<file path="config.mk">
export PLATFORM = sky130hd
export DESIGN_NAME = w256_mac
export DESIGN_NICKNAME = d
export VERILOG_FILES = /design/src/rtl/core/w256_pkg.sv /design/src/rtl/core/w256_mac.sv
export SDC_FILE = /design/constraint.sdc
export NUM_CORES = 2
export LEC_CHECK = 0
export BUFFER_PORTS_ARGS = -buffer_cell sky130_fd_sc_hd__buf_2
export CORE_ASPECT_RATIO = 0.7
export CORE_MARGIN = 1.5
export CORE_UTILIZATION = 40
export CTS_CLUSTER_SIZE = 12
export DETAILED_ROUTE_END_ITERATION = 10
export SKIP_LAST_GASP = 1
export SLEW_MARGIN = 15
export SYNTH_ARGS = -nofsm -noshare
export SYNTH_HDL_FRONTEND = slang
export SYNTH_SLANG_ARGS = --single-unit
</file>
<file path="constraint.sdc">
create_clock -name clk -period 14.3 [get_ports clk]
set_input_delay 2.86 -clock clk [delete_from_list [all_inputs] [get_ports clk]]
set_output_delay 2.86 -clock clk [all_outputs]
set_load 0.005 [all_outputs]
</file>
<file path="src/rtl/core/w256_pkg.sv">
// Package for the 256-bit arithmetic unit: payload structs, action codes and sequencer states.
// Used by w256_mac and word256_arith_unit_top; no dependencies.
`timescale 1ns / 1ps
package w256_pkg;

	typedef enum logic [2:0] {
		ACT_ADD  = 3'd0,
		ACT_SUB  = 3'd1,
		ACT_MUL  = 3'd2,
		ACT_UDIV = 3'd3,
		ACT_SDIV = 3'd4,
		ACT_UMOD = 3'd5,
		ACT_SMOD = 3'd6,
		ACT_EXP  = 3'd7
	} action_t;

	typedef struct packed {
		logic [2:0]  action;
		logic [63:0] a_word0;
		logic [63:0] a_word1;
		logic [63:0] a_word2;
		logic [63:0] a_word3;
		logic [63:0] b_word0;
		logic [63:0] b_word1;
		logic [63:0] b_word2;
		logic [63:0] b_word3;
	} in_item_t;

	typedef struct packed {
		logic [63:0] r_word0;
		logic [63:0] r_word1;
		logic [63:0] r_word2;
		logic [63:0] r_word3;
	} out_item_t;

	typedef enum logic [2:0] {
		ST_IDLE,
		ST_PREP,
		ST_DIV,
		ST_MUL,
		ST_EXP_SQ,
		ST_EXP_MUL,
		ST_FIX,
		ST_DONE
	} state_t;

	typedef struct packed {
		logic start;
		logic busy;
		logic done;
	} mac_ctl_t;

endpackage

</file>
<file path="src/rtl/core/w256_mac.sv">
// Sequential multiplier: low W bits of x*y, one 32x32 partial product per cycle.
// Depends on w256_pkg.
`timescale 1ns / 1ps
module w256_mac #(
	parameter int unsigned W = 256
) (
	input  logic                  clk,
	input  logic                  arst_n,
	input  logic                  start,
	input  logic [W-1:0]          x,
	input  logic [W-1:0]          y,
	output w256_pkg::mac_ctl_t    ctl,
	output logic [W-1:0]          p
);
	localparam int unsigned NDig = (W + 31) / 32;
	localparam int unsigned DW = (NDig > 1) ? $clog2(NDig) : 1;
	localparam int unsigned XW = NDig * 32;

	logic [XW-1:0] x_q;
	logic [XW-1:0] y_q;
	logic [XW-1:0] acc_q;
	logic [DW-1:0] i_q;
	logic [DW-1:0] j_q;
	logic          busy_q;
	logic          done_q;
	logic [31:0]   xd;
	logic [31:0]   yd;
	logic [63:0]   prod_s1;
	logic [DW:0]   sh_s1;
	logic          pv_s1;
	logic          last_s1;
	logic [XW+63:0] addend;
	logic          last_pair;

	assign xd = x_q[32*i_q +: 32];
	assign yd = y_q[32*j_q +: 32];
	assign last_pair = ({1'b0, i_q} == (DW+1)'(NDig - 1)) && (j_q == '0);
	assign addend = {{XW{1'b0}}, prod_s1} << (32 * sh_s1);

	always_ff @(posedge clk or negedge arst_n) begin
		if (!arst_n) begin
			busy_q  <= 1'b0;
			done_q  <= 1'b0;
			pv_s1   <= 1'b0;
			last_s1 <= 1'b0;
			i_q     <= '0;
			j_q     <= '0;
		end else begin
			done_q <= pv_s1 && last_s1;
			pv_s1  <= busy_q;
			last_s1 <= busy_q && last_pair;
			if (start) begin
				busy_q <= 1'b1;
				i_q    <= '0;
				j_q    <= '0;
			end else if (busy_q) begin
				if (last_pair) begin
					busy_q <= 1'b0;
				end else if ({1'b0, i_q} + {1'b0, j_q} == (DW+1)'(NDig - 1)) begin
					j_q <= '0;
					i_q <= i_q + 1'b1;
				end else begin
					j_q <= j_q + 1'b1;
				end
			end
		end
	end

	always_ff @(posedge clk) begin
		if (start) begin
			x_q   <= XW'(x);
			y_q   <= XW'(y);
			acc_q <= '0;
		end else if (pv_s1) begin
			acc_q <= acc_q + addend[XW-1:0];
		end
		prod_s1 <= xd * yd;
		sh_s1   <= {1'b0, i_q} + {1'b0, j_q};
	end

	assign p = acc_q[W-1:0];
	assign ctl.start = start;
	assign ctl.busy = busy_q || pv_s1;
	assign ctl.done = done_q;
endmodule

</file>
Word-level counts from Yosys, hierarchy flattened
Index checks and enable logic that the tools add are counted.
{"block": "op_classes", "eq_ne": 3, "n_shift": 3, "add_sub_neg": 4, "reduce_logical": 9, "mul": 1, "mux": 11}
{"op": "256-bit by 9-bit indexed part select with 32-bit output", "count": 2}
{"op": "256-bit adder", "count": 1}
{"op": "64-bit by 9-bit left shift with 256-bit output", "count": 1}
{"op": "32-bit by 32-bit multiplier with 64-bit output", "count": 1}
{"op": "3-bit two-way mux", "count": 8}
{"op": "3-bit by 1-bit adder with 3-bit output (second input constant)", "count": 2}
{"op": "3-bit by 3-bit adder with 4-bit output", "count": 1}
{"op": "4-bit by 3-bit == test with 1-bit output (second input constant)", "count": 1}
{"op": "2-bit nonzero test", "count": 2}
{"op": "3-bit == test (second input constant)", "count": 1}
{"op": "1-bit logical AND", "count": 3}
{"op": "3-bit logical NOT", "count": 1}
{"op": "1-bit two-way mux", "count": 3}
{"op": "3-bit AND reduction", "count": 1}
{"op": "2-bit != test (second input constant)", "count": 1}
{"op": "2-bit AND reduction", "count": 1}
{"op": "1-bit logical OR", "count": 1}
{"block": "word_totals", "reg_bits": 846, "word_cells": 42, "inputBits": 515}

Longest topological paths before layout
{"block": "logic_depth", "word_depth": 6, "ltp_mapped": 38, "depth_no_buf": 35}

Worst setup path after synthesis
Ideal clock, no wire load.
{"block": "synth_path", "path_type": "register -> register", "from": "register j_q[0]", "to": "register prod_s1[62]", "path_buffers": 3, "path_stages_with_launch": 37, "arrival_ns": 10.065, "setup_slack_ns": 4.162, "t_required_ns": 14.228, "cell_sequence": "dfrtp_1 buf_1 buf_1 mux4_2 mux2i_1 clkbuf_1 nor2_1 fa_1 fa_1 fa_1 inv_1 fa_1 inv_1 fa_1 inv_1 fa_1 inv_1 fa_1 inv_1 fa_1 inv_1 ha_1 a21o_1 a21o_1 a221oi_1 o221a_2 o31ai_1 a221o_1 a221oi_2 o41ai_2 a41oi_1 o31ai_1 nor2b_1 nand2b_1 a311o_1 a21oi_1 xnor2_1"}
{"block": "synth_between", "elab_chain_cells": 2}
{"element": "from (decl)", "line_no": "w256_mac.sv:23", "text": "logic [DW-1:0] j_q;"}
{"element": "from (signal assigned)", "line_no": "w256_mac.sv:63", "text": "j_q <= j_q + 1'b1;"}
{"element": "256-bit by 9-bit indexed part select with 32-bit output", "line_no": "w256_mac.sv:36", "text": "assign yd = y_q[32*j_q +: 32];"}
{"element": "32-bit by 32-bit multiplier with 64-bit output", "line_no": "w256_mac.sv:77", "text": "prod_s1 <= xd * yd;"}
{"element": "to (signal assigned)", "line_no": "w256_mac.sv:77"}
{"element": "to (decl)", "line_no": "w256_mac.sv:28", "text": "logic [63:0] prod_s1;"}
No other way between the ends.
A chain may end at the register's enable or synchronous reset.

Worst setup path after layout
{"block": "layout_path", "from": "register j_q[0]", "to": "register prod_s1[57]"}
The elaborated chain is that of the path after synthesis.

==> impl_metrics.env <==
export IMPL_yosys_warnings=0
export IMPL_crit_reg2reg_launch="j_q[0]$_DFFE_PN0P_"
export IMPL_core_footprint_sq_um=202000
export IMPL_grt_setup_unrepaired="false"
export IMPL_hpwl_um=287000
export IMPL_num_vias=71100
export IMPL_fin_nets=11200
export IMPL_drive_above_1_share=0.146
export IMPL_postCtsSetupBuffers=0
export IMPL_rr_endpoint="prod_s1[57]$_DFF_P_"
export IMPL_cts_tree="done"
export IMPL_h_tree_depth=3
export IMPL_flip_flop_and_latch_count_after_synthesis=846
export IMPL_drt_wirelength_um=355000
export IMPL_vias_per_cell=5.86
export IMPL_grt_remaining_overflow=0
export IMPL_cpPeakStageDelay_ps=940
export IMPL_hold_path_end="p[251]$_SDFFE_PP0P_"
export IMPL_crit_path_start_kind="flip-flop"
export IMPL_min_delay_path_class="flip-flop to flip-flop"
export IMPL_slew_viol_final=0
export IMPL_floorplan_rows=138
export IMPL_ff2ff_setup_slack_ps=2560
export IMPL_finalWorstPathRequiredPeriod_ps=11740
export IMPL_path_clk_slew_ps=60
export IMPL_ctsLongestPathBuffers=3
export IMPL_numCtsBuffers=92
export IMPL_worstHoldStart="p[251]$_SDFFE_PP0P_"
export IMPL_status="complete, no violations"
export IMPL_worst_slew_margin=0.0501
export IMPL_worst_clock_skew_ps=107
export IMPL_cts_hold_buf=0
export IMPL_cts_repair_resize_count=0
export IMPL_place_gp_congestion=1.04
export IMPL_number_of_primary_i_o_pins=774
export IMPL_critical_path_capture_point_type="flip-flop"
export IMPL_port_buffer_count=773
export IMPL_synthesis_instances=8741
export IMPL_grt_antenna_before_repair=57
export IMPL_average_cell_area_after_synthesis_sq_um=9.34
export IMPL_period_share=0.821
export IMPL_cts_sinks=846
export IMPL_drt_pre_antenna_iters=6
export IMPL_holdPathStages=2
export IMPL_timing_fmax_mhz=85.2
export IMPL_fill_count=19500
export IMPL_die_area_sq_um=207000
export IMPL_syn_area_sq_um=81600
export IMPL_detail_route_wl_per_cell_um=29.3
export IMPL_maxCapViolCount=0
export IMPL_clockRootBuffer="clkbuf_16"
export IMPL_ys_seq_area_frac=0.271
export IMPL_fp_dieH_um=381
export IMPL_area_growth_synth_to_final_pct=12.8
export IMPL_first_global_vias=69700
export IMPL_post_synthesis_cell_type_count=88
export IMPL_worst_r2r_path_depth=31
export IMPL_drt_iter0_markers=8513
export IMPL_starting_density_of_the_core=0.403
export IMPL_clk_insertion_delay_late_ps=780
export IMPL_slowest_stage="dfrtp_4"
export IMPL_critPathLaunch="j_q[0]$_DFFE_PN0P_"
export IMPL_crit_top_cell="fa_1"
export IMPL_cp_max_fo=39
export IMPL_asyncSetResetFlopFracSynth=0.0118
export IMPL_tns_ps=0
export IMPL_crit_required_ps=14960
export IMPL_grt_start_max_net_pins=150
export IMPL_number_of_setup_violations_in_the_final_report=0
export IMPL_worst_ep_arrival_time_ps=12390
export IMPL_global_route_wire_length_before_repair_um=505000
export IMPL_drtAntennaViolNets=0
export IMPL_synth_edff_count=512
export IMPL_synth_net_count=10700
export IMPL_grt_usage=0.339
export IMPL_drc=0
export IMPL_max_slew_worst_pin_slew_ps=1410
export IMPL_critPathKind="flip-flop to flip-flop"
export IMPL_primary_ff_master_synth="edfxtp_1"
export IMPL_die_x_um=543
export IMPL_hold_violations=0
## synth_stat cells (all sizes together), types with 21 or more instances
library cell,instances,area (sq um)
nand2,944,3540
buf,42,178
a21oi,585,2930
ha,525,6570
nor2,1298,4870
nor2b,21,131
a211oi,22,178
inv,965,3620
xnor2,204,1790
nor3,79,395
a22oi,64,480
mux2,54,608
edfxtp,512,15400
xor2,109,955
clkbuf,384,1440
a21o,160,1200
and2,61,384
a21boi,26,195
o21ai,441,2230
nand4,146,920
nand2b,50,313
mux4,128,2880
o31ai,21,168
nor4,26,163
or2,23,144
nand3,45,225
o21a,43,330
dfxtp,324,6490
o21bai,93,702
mux2i,201,2010
a31oi,36,225
fa,898,18000
## layout by cell type (no fill, tap or decap), types with 42 or more instances in the layout
master     count
nand2_1      943
a21oi_1      585
o21a_1        42
mux2_2        54
a21o_1       160
xor2_1       109
mux4_2       128
mux2i_1      120
nor3_1        79
buf_2        772
nand4_1      145
ha_1         525
fa_1         898
o21bai_1      92
nand3_1       45
edfxtp_1     512
clkbuf_16     92
and2_1        59
mux2i_2       47
dfxtp_1      323
o21ai_0      424
nor2_1      1296
xnor2_1      204
buf_4        126
a22oi_1       64
inv_1        965
nand2b_1      50
## worst max-delay path: cells and delay by family (launching register included)
kind / cells / cell delay, ps
mux: 2 / 1220
simple gates: 3 / 700
fa+ha+maj: 9 / 4180
flops: 1 / 940
compound gates: 10 / 3300
buf+inv: 6 / 1080
xor+xnor: 1 / 170
## cell type report
class                   count  area [sq um]  share of cell area
multi-input cells        6501         54900               0.596
flip-flops and latches    846         22100               0.241
repair buffers            900          4840              0.0526
inverters                 968          3630              0.0395
well taps                2730          3420              0.0371
clock buffers             125          2480              0.0269
clock inverters            32           563             0.00612
diodes                     25          62.6            0.000680
## kinds of logic after synthesis
logic type,Yosys count,share of synthesized area
XOR/XNOR,313,0.0336
buffers and inverters,1394,0.0644
adder cells (fa/ha/maj),1423,0.301
multiplexers,383,0.0674
AO/OA/AOI/OAI,1619,0.121
flip-flops,846,0.271
AND/OR/NAND/NOR,2763,0.142
## registers in the layout, indices dropped and copies added (netlist names), 3 cells and up
name	count
p	256
x_q	256
y_q	256
prod_s1	64
sh_s1	4
i_q	3
j_q	3
## metal layers
| metal | up-vias | routed length, um | global-route usage |
|---|---|---|---|
| met2 | 4142 | 142000 | 0.469 |
| li1 | 30500 | - | - |
| met4 | 28 | 13800 | 0.112 |
| met3 | 668 | 46000 | 0.115 |
| met5 | - | 182 | 0 |
| met1 | 35700 | 154000 | 0.491 |
## worst max-delay path by stage
stage / endpoint / slack, ps / depth (start not counted)
floorplan: prod_s1[62]$_DFF_P_ / 4160 / 36
global placement: prod_s1[62]$_DFF_P_ / 2840 / 36
detailed placement: prod_s1[57]$_DFF_P_ / 2740 / 31
CTS: prod_s1[57]$_DFF_P_ / 2660 / 31
global route: prod_s1[57]$_DFF_P_ / 1810 / 31
finish: prod_s1[57]$_DFF_P_ / 2560 / 31
## per-stage QoR
stage	hold slack [ps]	utilization	cell area, sq um	std cells	setup WS (ps)
3_3_place_gp	470	0.439	88900	11900	2840
2_1_floorplan	373	-	81600	8741	4160
6_report	483	0.455	92000	12100	2560
5_1_grt	513	0.455	92000	12100	1810
3_5_place_dp	476	0.439	88900	11900	2740
4_1_cts	485	0.454	92000	12100	2660
Power is left out: the tool's default activity adds up to more than one toggle a clock period on the data nets, which glitch-free logic cannot reach.
